===== config.mk =====
export PLATFORM = sky130hd
export DESIGN_NAME = i2c_target_edge_fsm
export DESIGN_NICKNAME = d
export VERILOG_FILES = /design/src/hdl/i2c_te_pkg.sv /design/src/hdl/i2c_target_edge_fsm.sv /design/src/hdl/i2c_te_core.sv /design/src/hdl/i2c_te_outreg.sv
export SDC_FILE = /design/constraint.sdc
export NUM_CORES = 1
export LEC_CHECK = 0
export ABC_CLOCK_PERIOD_IN_PS = 5000
export BUFFER_PORTS_ARGS = -buffer_cell sky130_fd_sc_hd__buf_2
export CAP_MARGIN = 20
export CORE_MARGIN = 8
export CORE_UTILIZATION = 60
export DETAILED_ROUTE_END_ITERATION = 6
export PLACE_DENSITY_LB_ADDON = 0.08
export SLEW_MARGIN = 10
export SYNTH_ARGS = -nofsm -noshare
export SYNTH_HDL_FRONTEND = slang
export SYNTH_HIERARCHICAL = 1
export SYNTH_SLANG_ARGS = --single-unit

===== constraint.sdc =====
create_clock -name i_clk -period 5 [get_ports i_clk]
set_input_delay 0.5 -clock i_clk [delete_from_list [all_inputs] [get_ports i_clk]]
set_output_delay 0.5 -clock i_clk [all_outputs]
set_load 0.02 [all_outputs]

===== src/hdl/i2c_te_pkg.sv =====
// types and constants of the i2c target edge controller
package i2c_te_pkg;

    localparam int BUFFER_BYTES = 8;
    localparam int RX_IDX_W     = $clog2(BUFFER_BYTES + 1);

    typedef enum logic [2:0] {
        PH_IDLE   = 3'd0,
        PH_START  = 3'd1,
        PH_DATA   = 3'd2,
        PH_ACK    = 3'd3,
        PH_ACKING = 3'd4,
        PH_NACK   = 3'd5,
        PH_END    = 3'd6
    } t_phase;

    typedef enum logic [2:0] {
        FN_SCL_FALL = 3'd0,
        FN_SCL_RISE = 3'd1,
        FN_SDA_FALL = 3'd2,
        FN_SDA_RISE = 3'd3,
        FN_TICK     = 3'd4
    } t_func;

    typedef enum logic [1:0] {
        CFG_ADDR  = 2'd0,
        CFG_SEND  = 2'd1,
        CFG_RLEN  = 2'd2,
        CFG_TICKS = 2'd3
    } t_cfg_idx;

    typedef struct packed {
        logic       sda_drive;
        logic       sda_value;
        logic [2:0] phase;
        logic       byte_valid;
        logic [7:0] byte_value;
        logic [3:0] byte_index;
        logic       frame_complete;
        logic       addressed;
        logic       read_mode;
        logic       timed_out;
    } t_result;

endpackage


===== src/hdl/i2c_target_edge_fsm.sv =====
// i2c target controller driven by pin-edge and tick events
// an accepted event's result appears on the output register in the next cycle
// throughput: one event per cycle; input is taken while a result waits if it is drained
// the single state update per event sits between the state registers and the result register
// reset: synchronous active-low; idle phase, sda released, timeout limit 100 ticks
// configuration registers are written through the write port
module i2c_target_edge_fsm (
    input  logic        i_clk,
    input  logic        i_rst_n,
    // event channel
    input  logic        i_valid,
    output logic        o_ready,
    input  logic [2:0]  i_func,
    input  logic        i_sda_level,
    input  logic        i_scl_level,
    input  logic        i_ack_allowed,
    // result channel
    output logic        o_valid,
    input  logic        i_ready,
    output logic        o_sda_drive,
    output logic        o_sda_value,
    output logic [2:0]  o_phase,
    output logic        o_byte_valid,
    output logic [7:0]  o_byte_value,
    output logic [3:0]  o_byte_index,
    output logic        o_frame_complete,
    output logic        o_addressed,
    output logic        o_read_mode,
    output logic        o_timed_out,
    // configuration write port
    input  logic        i_cfg_we,
    input  logic [1:0]  i_cfg_index,
    input  logic [63:0] i_cfg_data
);

    logic                w_in_ready;
    logic                w_fire;
    i2c_te_pkg::t_result w_core_res;
    i2c_te_pkg::t_result w_out_res;

    // a transaction on the event channel updates state and loads the result register
    assign w_fire  = i_valid && w_in_ready;
    assign o_ready = w_in_ready;

    // per-event state machine, config registers and timeout counter
    i2c_te_core u_core (
        .i_clk         (i_clk),
        .i_rst_n       (i_rst_n),
        .i_fire        (w_fire),
        .i_func        (i_func),
        .i_sda_level   (i_sda_level),
        .i_scl_level   (i_scl_level),
        .i_ack_allowed (i_ack_allowed),
        .i_cfg_we      (i_cfg_we),
        .i_cfg_index   (i_cfg_index),
        .i_cfg_data    (i_cfg_data),
        .o_result      (w_core_res)
    );

    // result register decouples the two handshakes
    i2c_te_outreg u_outreg (
        .i_clk      (i_clk),
        .i_rst_n    (i_rst_n),
        .i_load     (w_fire),
        .i_result   (w_core_res),
        .o_in_ready (w_in_ready),
        .o_valid    (o_valid),
        .i_ready    (i_ready),
        .o_result   (w_out_res)
    );

    // unpack the result onto individual ports
    assign o_sda_drive      = w_out_res.sda_drive;
    assign o_sda_value      = w_out_res.sda_value;
    assign o_phase          = w_out_res.phase;
    assign o_byte_valid     = w_out_res.byte_valid;
    assign o_byte_value     = w_out_res.byte_value;
    assign o_byte_index     = w_out_res.byte_index;
    assign o_frame_complete = w_out_res.frame_complete;
    assign o_addressed      = w_out_res.addressed;
    assign o_read_mode      = w_out_res.read_mode;
    assign o_timed_out      = w_out_res.timed_out;

endmodule


===== src/hdl/i2c_te_core.sv =====
// protocol state, configuration registers and per-event update logic
module i2c_te_core (
    input  logic                i_clk,
    input  logic                i_rst_n,
    input  logic                i_fire,
    input  logic [2:0]          i_func,
    input  logic                i_sda_level,
    input  logic                i_scl_level,
    input  logic                i_ack_allowed,
    input  logic                i_cfg_we,
    input  logic [1:0]          i_cfg_index,
    input  logic [63:0]         i_cfg_data,
    output i2c_te_pkg::t_result o_result
);

    localparam int RXW = i2c_te_pkg::RX_IDX_W;

    // configuration
    logic [6:0]  r_addr;
    logic [63:0] r_send;
    logic [2:0]  r_rlen;
    logic [15:0] r_tticks;

    // transaction state
    i2c_te_pkg::t_phase r_phase, n_phase;
    logic [3:0]     r_bit_cnt, n_bit_cnt;
    logic [7:0]     r_shift, n_shift;
    logic [RXW-1:0] r_rx_idx, n_rx_idx;
    logic [2:0]     r_tx_idx, n_tx_idx;
    logic           r_read, n_read;
    logic           r_match, n_match;
    logic [15:0]    r_tcount, n_tcount;
    logic           r_trun, n_trun;
    logic           r_drive, n_drive;
    logic           r_level, n_level;

    // per-event helpers
    logic [7:0]     w_tx_byte;
    logic [7:0]     w_sb_new;
    logic [3:0]     w_bc_inc;
    logic           w_byte_done;
    logic           w_addr_ok;
    logic           w_addr_byte;
    logic [RXW-1:0] w_rx_inc;
    logic [15:0]    w_tc_inc;
    logic           w_expire;
    logic           w_cfg_clear;

    logic           n_bvalid;
    logic [7:0]     n_bvalue;
    logic [3:0]     n_bindex;
    logic           n_fdone;
    logic           n_tout;

    assign w_tx_byte   = r_send[{r_tx_idx, 3'b000} +: 8];
    assign w_sb_new    = r_shift | ((i_sda_level && !r_bit_cnt[3])
                                    ? (8'h80 >> r_bit_cnt[2:0]) : 8'h00);
    assign w_bc_inc    = r_bit_cnt + 4'd1;
    assign w_byte_done = w_bc_inc[3];
    assign w_addr_ok   = (w_sb_new[7:1] == r_addr) && i_ack_allowed;
    assign w_addr_byte = (r_rx_idx == '0);
    assign w_rx_inc    = r_rx_idx + RXW'(1);
    assign w_tc_inc    = r_trun ? (r_tcount + 16'd1) : r_tcount;
    assign w_expire    = (w_tc_inc >= r_tticks);
    assign w_cfg_clear = i_cfg_we &&
                         (i2c_te_pkg::t_cfg_idx'(i_cfg_index) == i2c_te_pkg::CFG_ADDR);

    // next phase
    always_comb begin
        n_phase = r_phase;
        if (i_fire) begin
            case (i2c_te_pkg::t_func'(i_func))
                i2c_te_pkg::FN_SCL_FALL: begin
                    unique case (r_phase)
                        i2c_te_pkg::PH_START:  n_phase = i2c_te_pkg::PH_DATA;
                        i2c_te_pkg::PH_DATA: begin
                            if (r_read && w_byte_done) begin
                                n_phase = i2c_te_pkg::PH_ACK;
                            end
                        end
                        i2c_te_pkg::PH_ACK:    n_phase = i2c_te_pkg::PH_ACKING;
                        i2c_te_pkg::PH_ACKING: n_phase = i2c_te_pkg::PH_DATA;
                        i2c_te_pkg::PH_NACK:   n_phase = i2c_te_pkg::PH_END;
                        i2c_te_pkg::PH_END:    n_phase = i2c_te_pkg::PH_IDLE;
                        default:               n_phase = r_phase;
                    endcase
                end
                i2c_te_pkg::FN_SCL_RISE: begin
                    unique case (r_phase)
                        i2c_te_pkg::PH_DATA: begin
                            if (!r_read && w_byte_done) begin
                                n_phase = (w_addr_byte && !w_addr_ok)
                                          ? i2c_te_pkg::PH_NACK : i2c_te_pkg::PH_ACK;
                            end
                        end
                        i2c_te_pkg::PH_ACK: begin
                            n_phase = (r_read && i_sda_level)
                                      ? i2c_te_pkg::PH_NACK : i2c_te_pkg::PH_ACKING;
                        end
                        i2c_te_pkg::PH_END: n_phase = i2c_te_pkg::PH_IDLE;
                        default:            n_phase = r_phase;
                    endcase
                end
                i2c_te_pkg::FN_SDA_FALL: begin
                    if (i_scl_level && r_phase == i2c_te_pkg::PH_IDLE) begin
                        n_phase = i2c_te_pkg::PH_START;
                    end
                end
                i2c_te_pkg::FN_SDA_RISE: begin
                    if (i_scl_level) begin
                        n_phase = i2c_te_pkg::PH_IDLE;
                    end
                end
                i2c_te_pkg::FN_TICK: begin
                    if (w_expire) begin
                        n_phase = i2c_te_pkg::PH_IDLE;
                    end
                end
                default: n_phase = r_phase;
            endcase
        end
    end

    // datapath, flags and per-event report
    always_comb begin
        n_bit_cnt = r_bit_cnt;
        n_shift   = r_shift;
        n_rx_idx  = r_rx_idx;
        n_tx_idx  = r_tx_idx;
        n_read    = r_read;
        n_match   = r_match;
        n_tcount  = r_tcount;
        n_trun    = r_trun;
        n_drive   = r_drive;
        n_level   = r_level;
        n_bvalid  = 1'b0;
        n_bvalue  = 8'h00;
        n_bindex  = 4'd0;
        n_fdone   = 1'b0;
        n_tout    = 1'b0;
        if (w_cfg_clear) begin
            n_bit_cnt = 4'd0;
            n_shift   = 8'h00;
            n_rx_idx  = '0;
            n_tx_idx  = 3'd0;
            n_read    = 1'b0;
            n_match   = 1'b0;
            n_drive   = 1'b0;
        end else if (i_fire) begin
            case (i2c_te_pkg::t_func'(i_func))
                i2c_te_pkg::FN_SCL_FALL: begin
                    unique case (r_phase)
                        i2c_te_pkg::PH_START: n_drive = 1'b0;
                        i2c_te_pkg::PH_DATA: begin
                            if (r_read) begin
                                if (!w_byte_done) begin
                                    n_bit_cnt = w_bc_inc;
                                    n_level   = w_tx_byte[3'd7 - w_bc_inc[2:0]];
                                end else begin
                                    n_drive   = 1'b0;
                                    n_tx_idx  = r_tx_idx + 3'd1;
                                    n_bit_cnt = 4'd0;
                                end
                            end
                        end
                        i2c_te_pkg::PH_ACK: begin
                            n_level = 1'b0;
                            n_drive = 1'b1;
                        end
                        i2c_te_pkg::PH_ACKING: begin
                            if (r_read) begin
                                n_drive = 1'b1;
                                n_level = w_tx_byte[7];
                            end else begin
                                n_drive = 1'b0;
                            end
                        end
                        i2c_te_pkg::PH_NACK: n_drive = 1'b0;
                        default: n_drive = r_drive;
                    endcase
                end
                i2c_te_pkg::FN_SCL_RISE: begin
                    if (r_phase == i2c_te_pkg::PH_DATA && !r_read) begin
                        n_bit_cnt = w_bc_inc;
                        n_shift   = w_sb_new;
                        if (w_byte_done) begin
                            n_bit_cnt = 4'd0;
                            if (w_addr_byte && !w_addr_ok) begin
                                // refused address keeps the shifted byte
                                n_match = 1'b0;
                            end else begin
                                if (w_addr_byte) begin
                                    n_match = 1'b1;
                                    n_read  = w_sb_new[0];
                                end
                                // bytes past the buffer are acked but dropped
                                if (r_rx_idx < RXW'(i2c_te_pkg::BUFFER_BYTES)) begin
                                    n_bvalid = 1'b1;
                                    n_bvalue = w_sb_new;
                                    n_bindex = 4'(r_rx_idx);
                                    n_rx_idx = w_rx_inc;
                                    n_fdone  = (5'(w_rx_inc) == (5'(r_rlen) + 5'd1));
                                end
                                n_shift = 8'h00;
                            end
                        end
                    end
                end
                i2c_te_pkg::FN_SDA_FALL: begin
                    if (i_scl_level && r_phase == i2c_te_pkg::PH_IDLE) begin
                        n_bit_cnt = 4'd0;
                        n_shift   = 8'h00;
                        n_rx_idx  = '0;
                        n_tx_idx  = 3'd0;
                        n_read    = 1'b0;
                        n_match   = 1'b0;
                        n_drive   = 1'b0;
                        n_tcount  = 16'd0;
                        n_trun    = 1'b1;
                    end
                end
                i2c_te_pkg::FN_SDA_RISE: begin
                    if (i_scl_level) begin
                        n_tcount = 16'd0;
                        n_trun   = 1'b0;
                    end
                end
                i2c_te_pkg::FN_TICK: begin
                    n_tcount = w_tc_inc;
                    // a stopped timer still fires when the limit is already reached
                    if (w_expire) begin
                        n_tcount = 16'd0;
                        n_trun   = 1'b0;
                        n_drive  = 1'b0;
                        n_tout   = 1'b1;
                    end
                end
                default: n_tout = 1'b0;
            endcase
        end
    end

    assign o_result.sda_drive      = n_drive;
    assign o_result.sda_value      = n_drive ? n_level : 1'b1;
    assign o_result.phase          = n_phase;
    assign o_result.byte_valid     = n_bvalid;
    assign o_result.byte_value     = n_bvalue;
    assign o_result.byte_index     = n_bindex;
    assign o_result.frame_complete = n_fdone;
    assign o_result.addressed      = n_match;
    assign o_result.read_mode      = n_read;
    assign o_result.timed_out      = n_tout;

    always_ff @(posedge i_clk) begin
        if (!i_rst_n) begin
            r_addr   <= 7'd0;
            r_send   <= 64'd0;
            r_rlen   <= 3'd0;
            r_tticks <= 16'd100;
        end else if (i_cfg_we) begin
            unique case (i2c_te_pkg::t_cfg_idx'(i_cfg_index))
                i2c_te_pkg::CFG_ADDR:  r_addr   <= i_cfg_data[7:1];
                i2c_te_pkg::CFG_SEND:  r_send   <= i_cfg_data;
                i2c_te_pkg::CFG_RLEN:  r_rlen   <= i_cfg_data[2:0];
                i2c_te_pkg::CFG_TICKS: r_tticks <= i_cfg_data[15:0];
                default:               r_addr   <= r_addr;
            endcase
        end
    end

    always_ff @(posedge i_clk) begin
        if (!i_rst_n) begin
            r_phase   <= i2c_te_pkg::PH_IDLE;
            r_bit_cnt <= 4'd0;
            r_shift   <= 8'h00;
            r_rx_idx  <= '0;
            r_tx_idx  <= 3'd0;
            r_read    <= 1'b0;
            r_match   <= 1'b0;
            r_tcount  <= 16'd0;
            r_trun    <= 1'b0;
            r_drive   <= 1'b0;
            r_level   <= 1'b1;
        end else begin
            r_phase   <= n_phase;
            r_bit_cnt <= n_bit_cnt;
            r_shift   <= n_shift;
            r_rx_idx  <= n_rx_idx;
            r_tx_idx  <= n_tx_idx;
            r_read    <= n_read;
            r_match   <= n_match;
            r_tcount  <= n_tcount;
            r_trun    <= n_trun;
            r_drive   <= n_drive;
            r_level   <= n_level;
        end
    end

endmodule


===== src/hdl/i2c_te_outreg.sv =====
// result register with valid/ready handshake towards the consumer
module i2c_te_outreg (
    input  logic                i_clk,
    input  logic                i_rst_n,
    input  logic                i_load,
    input  i2c_te_pkg::t_result i_result,
    output logic                o_in_ready,
    output logic                o_valid,
    input  logic                i_ready,
    output i2c_te_pkg::t_result o_result
);

    logic                r_valid, n_valid;
    i2c_te_pkg::t_result r_result;

    // free when empty or being drained this cycle
    assign o_in_ready = !r_valid || i_ready;

    always_comb begin
        n_valid = r_valid;
        if (i_load) begin
            n_valid = 1'b1;
        end else if (i_ready) begin
            n_valid = 1'b0;
        end
    end

    always_ff @(posedge i_clk) begin
        if (!i_rst_n) begin
            r_valid <= 1'b0;
        end else begin
            r_valid <= n_valid;
        end
    end

    always_ff @(posedge i_clk) begin
        if (i_load) begin
            r_result <= i_result;
        end
    end

    assign o_valid  = r_valid;
    assign o_result = r_result;

endmodule


==> impl_metrics.py, run 1 <==
metrics = {
    "worst_setup_path": {
        "top_cell_by_count_worst_path": "sky130_fd_sc_hd__o21ai_0",
        "critical-path-max-stage-delay_ps": 510,
        "worstSetupEndpointType": "flop",
        "critical_path.reg2reg.endpoint": "u_core/r_trun",
        "worst_r2r_path_depth": 14,
        "start_kind": "flop",
        "crit_required_ps": 5340,
        "worst-endpoint-arrival_ps": 4610,
        "worst_path_max_delay_cell": "sky130_fd_sc_hd__a2111oi_0",
        "classification_of_the_worst_setup_path": "flop to flop",
        "crit_chain": "and3_1, and3_1, nand4_1, nor2_1, nand2_1, xnor2_1, ha_1, a211oi_1, nor2_1, a2111oi_0, o21ai_0, o21ai_0, nand2_1, o21ai_0",
        "timing.reg2reg.setup_slack_ps": 730,
        "timing.rr.start": "u_core/r_tcount[2]",
        "path_max_fanout": 17,
    },
    "synthesis": {
        "post_synth.cell_area_avg_um2": 8.70,
        "synth_enable_flop_cells": 22,
        "fraction_of_synthesized_cell_area_in_xor_and_xnor_cells_pct": 4.36,
        "synth_sequential_area_ratio_pct": 41.4,
        "ys_seq_elements": 155,
        "async_flop_share_pct": 0,
        "synth.lib_cells_used.distinct": 64,
        "mappedNetlistArea_um2": 8030,
        "synth_top_flop_cell": "sky130_fd_sc_hd__dfxtp_1",
        "syn-num-nets": 1027,
        "post_synth_and_or_nand_nor_area_fraction_pct": 22.7,
        "gate_count_post_synth": 923,
        "largest_family_of_logic_cells_by_synthesized_area": "simple AND/OR/NAND/NOR gates",
        "synth_warnings": 6,
        "post_synthesis_compound_gate_area_fraction_pct": 15.9,
        "synth_mux_area_share_pct": 6.70,
        "yosys.area_share.adder_pct": 4.21,
    },
    "timing": {
        "finClkSkew_ps": 11.7,
        "setup_total_negative_slack_ps": 0,
        "timing.max_slew.rel_slack_pct": 36.3,
        "setup_viol": 0,
        "timing_hold_violations_final": 0,
        "max_slew.worst_pin.slew_ps": 955,
        "max_freq_mhz": 234,
        "layout_min_cycle_time_ps": 4270,
        "grt_setup_unrepaired": "false",
        "maxSlewViolCount": 0,
        "post-route-period-util_pct": 85.5,
        "timing.hold.ws_ps": 316,
    },
    "power_and_ir_drop": {
        "net-switching-power_uw": 678,
        "worst_ir_drop_vdd_mv": 0.272,
        "power_frac_clock_pct": 45.7,
        "seqPwrFrac_pct": 46.6,
        "p_int_mw": 2.15,
        "leakagePower_nw": 3.44,
        "power_switching_share_pct": 24.0,
        "comb_power_share_pct": 7.7,
        "p_per_area_nw_per_um2": 309,
    },
    "detailed_routing": {
        "postRouteAntennaNets": 0,
        "drtIter0Drc": 507,
        "route.detailed.wl_per_inst_um": 16.3,
        "routed-via-count": 6634,
        "totalWireLength_um": 19200,
        "drcViolationCount": 0,
        "via_per_inst": 5.65,
        "drtPass1Iterations": 5,
    },
    "floorplanning": {
        "row_count": 42,
        "die-width_um": 132,
        "fp.dieArea_um2": 17300,
        "core_area_um2": 13100,
        "fp.dieH_um": 132,
        "starting_density_of_the_core_pct": 61.1,
        "io_pins": 101,
    },
    "clock_tree": {
        "cts-root-buf": "sky130_fd_sc_hd__clkbuf_16",
        "post_cts.resized_instances": 0,
        "insertion_delay_ps": 420,
        "cts_tree": "done",
        "hold_buffers": 0,
        "postCtsSetupBuffers": 0,
        "cts.path.max_buffers": 2,
        "clock_edge_transition_at_the_registers_on_the_reported_setup_and_hold_paths_ps": 70,
        "htree_num_levels": 4,
        "cts_buffers": 17,
        "clock_net_sink_count": 155,
    },
    "global_routing": {
        "antenna_found_initial": 0,
        "global_route.overflow_total": 0,
        "wire_length_of_the_first_global_routing_pass_um": 31500,
        "grt.total_usage_pct": 22.0,
        "grt_pass1_vias": 6454,
        "grt_start_max_net_pins": 65,
    },
    "finish": {
        "post_route_cells_drive_above_1_share_pct": 17.4,
        "instances_no_fill": 1175,
        "antennaDiodeCount": 0,
        "finish.net_count": 1091,
        "areaGrowthSynthToFinish_pct": 13.8,
    },
    "min_path": {
        "min-delay-path-class": "primary input to flop",
        "holdCritStartpoint": "i_cfg_data[20]",
        "hold_end": "u_core/r_send[20]",
        "hold_depth": 3,
    },
    "place": {
        "numPlacedInstances": 1144,
        "io_buffers": 100,
        "post_dp_hpwl_um": 13400,
        "gpl.final_weighted_congestion": 0.889,
    },
    "outcome": {
        "status": "complete, no violations",
    },
    "run": {
        "timing.max_cap.violations": 0,
    },
}
## worst max-delay path, delay by kind of cell (launching register included)
kind            cells  cell delay (ps)
simple gates        7             1560
flops               1              460
fa+ha+maj           1              280
xor+xnor            1              180
compound gates      5             1700
## flip-flops by register name, indices dropped and copies added, names as in the netlist
signal             flops
u_core/r_rlen          3
u_core/r_match         1
u_core/r_shift         8
u_core/r_read          1
u_core/r_drive         1
u_core/r_addr          7
u_outreg/o_result     22
u_core/r_level         1
u_outreg/o_valid       1
u_core/r_trun          1
u_core/r_send         64
u_core/r_tcount       16
u_core/r_tticks       16
u_core/r_tx_idx        3
u_core/r_bit_cnt       3
u_core/r_phase         3
u_core/r_rx_idx        4
## metrics by stage
stage / util (%) / cell area [um2] / setup WS, ps / total power, mW
after global placement: 65.0 / 8540 / 1120 / 1.56
after detailed placement: 65.0 / 8540 / 940 / 1.56
after global routing: 69.5 / 9130 / 287 / 2.92
after floorplan: - / 8030 / 1530 / 1.48
final: 69.5 / 9130 / 725 / 2.82
after CTS: 69.5 / 9130 / 652 / 2.84
## cell usage in the layout, fill, tap and decap left out, types with 13 or more instances in the layout
| cell | instances |
|---|---|
| sky130_fd_sc_hd__ha_1 | 27 |
| sky130_fd_sc_hd__nand3_1 | 28 |
| sky130_fd_sc_hd__nand4_1 | 13 |
| sky130_fd_sc_hd__nand2_1 | 223 |
| sky130_fd_sc_hd__xor2_1 | 19 |
| sky130_fd_sc_hd__a21oi_1 | 25 |
| sky130_fd_sc_hd__clkbuf_16 | 19 |
| sky130_fd_sc_hd__xnor2_1 | 21 |
| sky130_fd_sc_hd__and2_1 | 13 |
| sky130_fd_sc_hd__edfxtp_1 | 22 |
| sky130_fd_sc_hd__dfxtp_1 | 133 |
| sky130_fd_sc_hd__mux4_2 | 16 |
| sky130_fd_sc_hd__o21ai_0 | 20 |
| sky130_fd_sc_hd__inv_1 | 26 |
| sky130_fd_sc_hd__nor2_1 | 53 |
| sky130_fd_sc_hd__buf_2 | 100 |
| sky130_fd_sc_hd__a21boi_0 | 86 |
## kinds of logic (layout without fill, tap and decap cells)
| logic type | count (synthesis) | after routing |
|---|---|---|
| other | 1 | 1 |
| AOI/OAI and AO/OA | 179 | 179 |
| adders and majority gates | 27 | 27 |
| and+or+nand+nor | 400 | 400 |
| DFF | 155 | 155 |
| xor gates and xnor gates | 40 | 40 |
| muxes | 33 | 33 |
| buffers and inverters | 88 | 164 |
## cell usage after synthesis (3+ instances only)
cell                        count  area (um2)
sky130_fd_sc_hd__nand2_1      223         837
sky130_fd_sc_hd__dfxtp_1      133        2660
sky130_fd_sc_hd__a21boi_0      86         646
sky130_fd_sc_hd__nor2_1        54         203
sky130_fd_sc_hd__clkbuf_1      45         169
sky130_fd_sc_hd__nand3_1       28         140
sky130_fd_sc_hd__ha_1          27         338
sky130_fd_sc_hd__inv_1         26        97.6
sky130_fd_sc_hd__a21oi_1       25         125
sky130_fd_sc_hd__edfxtp_1      22         661
sky130_fd_sc_hd__xnor2_1       21         184
sky130_fd_sc_hd__o21ai_0       20         100
sky130_fd_sc_hd__xor2_1        19         166
sky130_fd_sc_hd__mux4_2        16         360
sky130_fd_sc_hd__and2_1        13        81.3
sky130_fd_sc_hd__nand4_1       13        81.3
sky130_fd_sc_hd__nor2b_1       12        75.1
sky130_fd_sc_hd__mux2i_1       11         110
sky130_fd_sc_hd__nor3_1         9        45.0
sky130_fd_sc_hd__nor3b_1        9        67.6
sky130_fd_sc_hd__a31oi_1        7        43.8
sky130_fd_sc_hd__and3_1         7        43.8
sky130_fd_sc_hd__buf_4          7        52.6
sky130_fd_sc_hd__nand2b_1       7        43.8
sky130_fd_sc_hd__mux2_2         6        67.6
sky130_fd_sc_hd__a211oi_1       5        37.5
sky130_fd_sc_hd__buf_2          5        25.0
sky130_fd_sc_hd__nand3b_1       5        37.5
sky130_fd_sc_hd__a21o_1         4        30.0
sky130_fd_sc_hd__buf_1          4        15.0
sky130_fd_sc_hd__nor4_1         4        25.0
sky130_fd_sc_hd__o211ai_1       4        30.0
sky130_fd_sc_hd__a2111oi_0      3        26.3
sky130_fd_sc_hd__o2111ai_1      3        26.3
sky130_fd_sc_hd__or2_2          3        18.8
## layout make-up
cell class	instances	area [um2]
multi-input combinational	680	4340
fill	1088	4000
sequential	155	3320
timing repair buffer	107	553
clock buffer	21	493
tap	176	220
clock inverter	10	105
inverter	26	97.6
## worst max-delay path by stage
stage	from	to	cells after the start
6_report	u_core/r_tcount[2]	u_core/r_trun	14
2_1_floorplan	u_core/r_tcount[2]	u_outreg/o_result[21]	17
3_5_place_dp	u_core/r_tcount[2]	u_core/r_trun	14
4_1_cts	u_core/r_tcount[2]	u_core/r_trun	14
5_1_grt	u_core/r_tcount[2]	u_core/r_trun	14
3_3_place_gp	u_core/r_tcount[2]	u_core/r_trun	14
## routing by layer
metal / track usage, % / vias up / share of wire [%]
met1: 26.5 / 3097 / 44
met5: 0 / - / 0
met3: 5.14 / 44 / 5.0
met4: 8.55 / 0 / 2.5
li1: - / 3297 / -
met2: 37.4 / 196 / 49
## power by group through the flow
| stage | logic (mW) | clock network [mW] | registers, mW |
|---|---|---|---|
| 6_report | 0.219 | 1.29 | 1.32 |
| 5_1_grt | 0.241 | 1.36 | 1.32 |
| 4_1_cts | 0.219 | 1.31 | 1.32 |
| 3_3_place_gp | 0.215 | 0 | 1.34 |
| 2_1_floorplan | 0.129 | 0 | 1.35 |
| 3_5_place_dp | 0.217 | 0 | 1.34 |
No activity file was read; power rests on OpenSTA's default activity.
==> run 2: changes to the inputs <==
--- a/config.mk
+++ b/config.mk
@@ -11,7 +11,7 @@
 export CORE_MARGIN = 8
 export CORE_UTILIZATION = 60
 export DETAILED_ROUTE_END_ITERATION = 6
-export PLACE_DENSITY_LB_ADDON = 0.08
+export PLACE_DENSITY = 0.82
 export SLEW_MARGIN = 10
 export SYNTH_ARGS = -nofsm -noshare
 export SYNTH_HDL_FRONTEND = slang
==> run 2 against run 1 <==
  * Clock skew decreased by 2.4 ps
  * Non-clock buffer count is 1 higher
  * Largest cell class unchanged
  * First-iteration DRC count grew 39%
  * Core utilization down 0.23 points
  * Fmax increased by 1.3%
  * Global-route usage is 0.48 points lower
  * Setup slack better by 56 ps
  * Critical path type unchanged
  * Register-to-register slack better by 60 ps
  * Final cell count grew 0.17%
  * Hold slack better by 1.8 ps
==> impl_metrics.py, run 2 (synthesized netlist as in run 1, its figures left out) <==
metrics = {
    "power_and_ir_drop": {
        "leakagePower_nw": 3.44,
        "p_per_area_nw_per_um2": 301,
        "worst_ir_drop_vdd_mv": 0.230,
    },
    "global_routing": {
        "top_usage_layer": "met2",
        "grt_start_max_net_pins": 99,
        "grt_pass1_vias": 6267,
        "antenna_found_initial": 0,
        "grt_util_met3_pct": 5.07,
        "groute.layer.met2.usage_pct": 35.8,
        "grt_use_met1_pct": 26.2,
        "global_route.overflow_total": 0,
        "wire_length_of_the_first_global_routing_pass_um": 30700,
        "grt.total_usage_pct": 21.5,
    },
    "min_path": {
        "hold_end": "u_core/r_send[52]",
        "holdCritStartpoint": "i_cfg_data[52]",
        "min-delay-path-class": "primary input to flop",
        "hold_depth": 3,
    },
    "finish": {
        "multi_input_comb_area_um2": 4340,
        "layout_common_cells": "223 x sky130_fd_sc_hd__nand2_1, 133 x sky130_fd_sc_hd__dfxtp_1, 100 x sky130_fd_sc_hd__buf_2, 86 x sky130_fd_sc_hd__a21boi_0, 53 x sky130_fd_sc_hd__nor2_1",
        "max_flop_register": "u_core/r_send",
        "final.fill_count": 1061,
        "areaGrowthSynthToFinish_pct": 13.4,
        "layout_commonest_cell": "sky130_fd_sc_hd__nand2_1",
        "postLayoutCoreUtil_pct": 69.3,
        "antennaDiodeCount": 0,
        "max_reg_flops": 64,
        "finish.net_count": 1092,
        "post_route_cells_drive_above_1_share_pct": 17.7,
        "register_area_um2": 3320,
    },
    "clock_tree": {
        "post_cts.resized_instances": 0,
        "cts.path.max_buffers": 2,
        "clock_net_sink_count": 155,
        "postCtsSetupBuffers": 0,
        "htree_num_levels": 4,
        "cts-root-buf": "sky130_fd_sc_hd__clkbuf_16",
        "cts_buffers": 17,
        "clock_edge_transition_at_the_registers_on_the_reported_setup_and_hold_paths_ps": 70,
        "cts_tree": "done",
        "insertion_delay_ps": 430,
        "hold_buffers": 0,
    },
    "worst_setup_path": {
        "timing.rr.start": "u_core/r_tcount[2]",
        "start_kind": "flop",
        "worst-endpoint-arrival_ps": 4550,
        "worstSetupEndpointType": "flop",
        "path_max_fanout": 17,
        "timing.reg2reg.setup_slack_ps": 780,
        "critical-path-max-stage-delay_ps": 470,
        "classification_of_the_worst_setup_path": "flop to flop",
        "path_delay_family": "simple AND/OR/NAND/NOR gates",
        "critical_path.n_buffers_inverters": 0,
        "crit_required_ps": 5330,
        "top_cell_by_count_worst_path": "sky130_fd_sc_hd__o21ai_0",
        "worst_r2r_path_depth": 14,
        "critical_path.reg2reg.endpoint": "u_core/r_trun",
        "crit_chain": "and3_1, and3_1, nand4_1, nor2_1, nand3_1, xnor2_1, ha_1, nand4_1, nor3_1, a2111oi_0, o21ai_0, o21ai_0, nand2_1, o21ai_0",
        "worst_path_max_delay_cell": "sky130_fd_sc_hd__a2111oi_0",
    },
    "place": {
        "gpl.final_weighted_congestion": 0.877,
        "post_dp_hpwl_um": 13300,
        "io_buffers": 100,
    },
    "timing": {
        "setup_viol": 0,
        "max_slew.worst_pin.slew_ps": 824,
        "finClkSkew_ps": 9.32,
        "post-route-period-util_pct": 84.4,
        "maxSlewViolCount": 0,
        "timing.max_slew.rel_slack_pct": 45.1,
        "setup_total_negative_slack_ps": 0,
        "grt_setup_unrepaired": "false",
        "max_freq_mhz": 237,
        "timing_hold_violations_final": 0,
        "layout_min_cycle_time_ps": 4220,
    },
    "detailed_routing": {
        "drcViolationCount": 0,
        "totalWireLength_um": 18800,
        "postRouteAntennaNets": 0,
        "drtPass1Iterations": 7,
        "route.detailed.wl_per_inst_um": 15.9,
        "drtIter0Drc": 704,
        "via_per_inst": 5.68,
        "routed-via-count": 6686,
    },
    "floorplanning": {
        "row_count": 42,
        "fp.dieH_um": 132,
        "io_pins": 101,
        "die-width_um": 132,
        "starting_density_of_the_core_pct": 61.1,
        "fp.dieArea_um2": 17300,
        "core_area_um2": 13100,
    },
    "run": {
        "timing.max_cap.violations": 0,
    },
    "outcome": {
        "status": "complete, no violations",
    },
}
run 2: metrics by stage:
| stage | setup WS, ps | power, mW | hold slack (ps) | cells | area (um2) |
|---|---|---|---|---|---|
| 2_1_floorplan | 1530 | 1.48 | 433 | 923 | 8030 |
| 3_3_place_gp | 1110 | 1.56 | 442 | 1145 | 8540 |
| 3_5_place_dp | 897 | 1.56 | 448 | 1145 | 8540 |
| 4_1_cts | 883 | 2.76 | 312 | 1177 | 9100 |
| 5_1_grt | 403 | 2.84 | 318 | 1177 | 9100 |
| 6_report | 781 | 2.74 | 318 | 1177 | 9100 |
run 2: final cells by class:
type / count / area share (%)
Clock buffer: 19 / 4.98
Sequential cell: 155 / 36.5
Clock inverter: 13 / 1.18
Multi-Input combinational cell: 680 / 47.7
Inverter: 26 / 1.07
Tap cell: 176 / 2.42
Timing Repair Buffer: 108 / 6.16
run 2: power by group:
group / internal (mW) / switching, mW
sequential: 1.30 / 0.0189
combinational: 0.0866 / 0.132
clock: 0.674 / 0.533
run 2: worst max-delay path by stage:
stage                  startpoint               endpoint  depth (start not counted)
6_report       u_core/r_tcount[2]          u_core/r_trun                         14
5_1_grt        u_core/r_tcount[2]          u_core/r_trun                         14
4_1_cts        u_core/r_tcount[2]          u_core/r_trun                         14
3_5_place_dp   u_core/r_tcount[2]          u_core/r_trun                         14
3_3_place_gp   u_core/r_tcount[2]          u_core/r_trun                         14
2_1_floorplan  u_core/r_tcount[2]  u_outreg/o_result[21]                         17
run 2: worst reg2reg max path, stage by stage, from the launching register on:
cell	delay, ps
sky130_fd_sc_hd__dfxtp_1	450
sky130_fd_sc_hd__and3_1	260
sky130_fd_sc_hd__and3_1	280
sky130_fd_sc_hd__nand4_1	140
sky130_fd_sc_hd__nor2_1	380
sky130_fd_sc_hd__nand3_1	160
sky130_fd_sc_hd__xnor2_1	150
sky130_fd_sc_hd__ha_1	290
sky130_fd_sc_hd__nand4_1	150
sky130_fd_sc_hd__nor3_1	80
sky130_fd_sc_hd__a2111oi_0	470
sky130_fd_sc_hd__o21ai_0	380
sky130_fd_sc_hd__o21ai_0	240
sky130_fd_sc_hd__nand2_1	350
sky130_fd_sc_hd__o21ai_0	340
run 2: layer usage:
metal / wire length (um) / up-vias
li1: - / 3303
met1: 8200 / 3096
met2: 8980 / 233
met3: 1040 / 54
met4: 544 / 0
met5: 0 / -
==> run 3: changes to the inputs <==
--- a/config.mk
+++ b/config.mk
@@ -5,13 +5,13 @@
 export SDC_FILE = /design/constraint.sdc
 export NUM_CORES = 1
 export LEC_CHECK = 0
-export ABC_CLOCK_PERIOD_IN_PS = 5000
+export ABC_CLOCK_PERIOD_IN_PS = 3700
 export BUFFER_PORTS_ARGS = -buffer_cell sky130_fd_sc_hd__buf_2
 export CAP_MARGIN = 20
 export CORE_MARGIN = 8
-export CORE_UTILIZATION = 60
+export CORE_UTILIZATION = 53
 export DETAILED_ROUTE_END_ITERATION = 6
-export PLACE_DENSITY = 0.82
+export PLACE_DENSITY = 0.77
 export SLEW_MARGIN = 10
 export SYNTH_ARGS = -nofsm -noshare
 export SYNTH_HDL_FRONTEND = slang
==> constraint.sdc (replaced) <==
create_clock -name i_clk -period 3.7 [get_ports i_clk]
set_input_delay 0.37 -clock i_clk [delete_from_list [all_inputs] [get_ports i_clk]]
set_output_delay 0.37 -clock i_clk [all_outputs]
set_load 0.02 [all_outputs]
==> run 3 against run 2 <==
  * Count of clock-buffer cells in the layout grew 1
  * Critical path depth is the same
  * Via count fell by 0.21%
  * Routed wire length grew 3.1%
  * Setup slack lost 600 ps
  * First-iteration DRC count down 20%
  * Sequential power grew 35%
  * Core utilization fell by 7.7 points
  * Clock skew fell by 1.2 ps
  * Die area rose by 12%
  * Combinational power up 37%
  * Largest power group unchanged
==> impl_metrics.py, run 3 (synthesized netlist as in run 1, its figures left out) <==
metrics = {
    "outcome": {
        "status": "complete, no violations",
    },
    "global_routing": {
        "global_route.overflow_total": 0,
        "grt.total_usage_pct": 19.9,
        "grt_pass1_vias": 6356,
        "grt_start_max_net_pins": 79,
        "wire_length_of_the_first_global_routing_pass_um": 31400,
        "antenna_found_initial": 1,
    },
    "detailed_routing": {
        "via_per_inst": 5.56,
        "routed-via-count": 6672,
        "postRouteAntennaNets": 0,
        "drcViolationCount": 0,
        "totalWireLength_um": 19300,
        "route.detailed.wl_per_inst_um": 16.1,
        "drtPass1Iterations": 4,
        "drtIter0Drc": 564,
    },
    "clock_tree": {
        "insertion_delay_ps": 430,
        "cts_buffers": 17,
        "htree_num_levels": 4,
        "cts_tree": "done",
        "cts.path.max_buffers": 2,
        "clock_net_sink_count": 155,
        "cts-root-buf": "sky130_fd_sc_hd__clkbuf_16",
        "clock_edge_transition_at_the_registers_on_the_reported_setup_and_hold_paths_ps": 70,
    },
    "timing": {
        "max_freq_mhz": 284,
        "setup_total_negative_slack_ps": 0,
        "timing.max_slew.rel_slack_pct": 45.1,
        "timing_hold_violations_final": 0,
        "post-route-period-util_pct": 95.2,
        "finClkSkew_ps": 8.10,
        "setup_viol": 0,
        "timing.hold.ws_ps": 181,
        "max_slew.worst_pin.slew_ps": 822,
        "maxSlewViolCount": 0,
        "layout_min_cycle_time_ps": 3520,
    },
    "floorplanning": {
        "fp.dieH_um": 139,
        "core_area_um2": 15000,
        "fp.dieArea_um2": 19300,
        "io_pins": 101,
        "die-width_um": 139,
        "row_count": 45,
        "starting_density_of_the_core_pct": 53.6,
    },
    "worst_setup_path": {
        "classification_of_the_worst_setup_path": "flop to flop",
        "timing.rr.start": "u_core/r_tcount[4]",
        "critical-path-max-stage-delay_ps": 500,
        "worstSetupEndpointType": "flop",
        "path_delay_family": "compound AO/OA/AOI/OAI gates",
        "critical_path.n_buffers_inverters": 0,
        "path_max_fanout": 5,
        "worst-endpoint-arrival_ps": 3680,
        "worst_path_max_delay_cell": "sky130_fd_sc_hd__a2111oi_1",
        "start_kind": "flop",
        "cp-startpoint": "u_core/r_tcount[4]",
        "crit_chain": "and3_1, and3_1, nand4_1, nor2_2, nand2_1, xnor2_1, ha_1, a21oi_1, o21ai_0, a2111oi_1, o21ai_1, o21ai_0, a32o_1, nand3_1",
        "crit_required_ps": 3860,
    },
    "power_and_ir_drop": {
        "worst_ir_drop_vdd_mv": 0.347,
        "p_per_area_nw_per_um2": 407,
        "leakagePower_nw": 3.51,
        "totalPowerFinal_mw": 3.75,
    },
    "finish": {
        "max_flop_register": "u_core/r_send",
        "areaGrowthSynthToFinish_pct": 14.9,
        "max_reg_flops": 64,
        "postLayoutCoreUtil_pct": 61.6,
        "layout_commonest_cell": "sky130_fd_sc_hd__nand2_1",
        "post_route_cells_drive_above_1_share_pct": 18.7,
        "layout_common_cells": "223 x sky130_fd_sc_hd__nand2_1, 133 x sky130_fd_sc_hd__dfxtp_1, 100 x sky130_fd_sc_hd__buf_2, 86 x sky130_fd_sc_hd__a21boi_0, 52 x sky130_fd_sc_hd__nor2_1",
        "antennaDiodeCount": 0,
        "finish.net_count": 1104,
        "instances_no_fill": 1201,
        "final.fill_count": 1309,
    },
    "place": {
        "post_dp_hpwl_um": 13900,
        "gpl.final_weighted_congestion": 0.893,
        "io_buffers": 100,
        "numPlacedInstances": 1169,
    },
    "min_path": {
        "min-delay-path-class": "primary input to flop",
        "holdCritStartpoint": "i_cfg_data[21]",
    },
    "run": {
        "timing.max_cap.violations": 0,
    },
}
run 3: final cells by class:
cell class	count	area (um2)	share of cell area [%]
multi-input cells	680	4350	47.1
flip-flops and latches	155	3320	36.0
repair buffers	120	651	7.06
clock buffers	20	468	5.07
well taps	188	235	2.55
clock inverters	12	101	1.10
inverters	26	97.6	1.06
run 3: final timing paths:
| path | to | slack (ps) | depth (start not counted) |
|---|---|---|---|
| setup / recovery | u_outreg/o_result[20] | 180 | 14 |
| hold / removal | u_core/r_send[21] | 180 | 3 |
| setup reg to reg | u_outreg/o_result[20] | 180 | 14 |
| hold reg to reg | u_core/r_send[21] | 460 | 2 |
run 3: worst register-to-register path, cell delays in order (launching register included):
cell,delay [ps]
sky130_fd_sc_hd__dfxtp_1,370
sky130_fd_sc_hd__and3_1,230
sky130_fd_sc_hd__and3_1,220
sky130_fd_sc_hd__nand4_1,160
sky130_fd_sc_hd__nor2_2,210
sky130_fd_sc_hd__nand2_1,110
sky130_fd_sc_hd__xnor2_1,150
sky130_fd_sc_hd__ha_1,320
sky130_fd_sc_hd__a21oi_1,140
sky130_fd_sc_hd__o21ai_0,100
sky130_fd_sc_hd__a2111oi_1,500
sky130_fd_sc_hd__o21ai_1,280
sky130_fd_sc_hd__o21ai_0,210
sky130_fd_sc_hd__a32o_1,190
sky130_fd_sc_hd__nand3_1,80
run 3: through the flow:
stage / cell area [um2] / setup WS (ps)
global placement: 8650 / 257
detailed placement: 8650 / 125
finish: 9220 / 178
global route: 9220 / -44.5
CTS: 9220 / 55.0
floorplan: 8030 / 227
run 3: what timing repair did:
item | CTS | global route
buffers inserted | 0 | 0
resized for setup | 0 | 3
endpoints found under the setup margin | 0 | 25
hold buffers | 0 | 0
run 3: report_power, final:
part | internal, mW | switching, mW
sequential | 1.75 | 0.0255
combinational | 0.121 | 0.179
clock | 0.936 | 0.737
total | 2.81 | 0.942
run 3: per-layer routing:
layer	up-vias	routed length (um)	GRT usage, %
met5	-	10	0
met4	2	370	7.86
li1	3319	-	-
met1	3127	8850	25.4
met2	192	9080	31.8
met3	32	1030	4.85
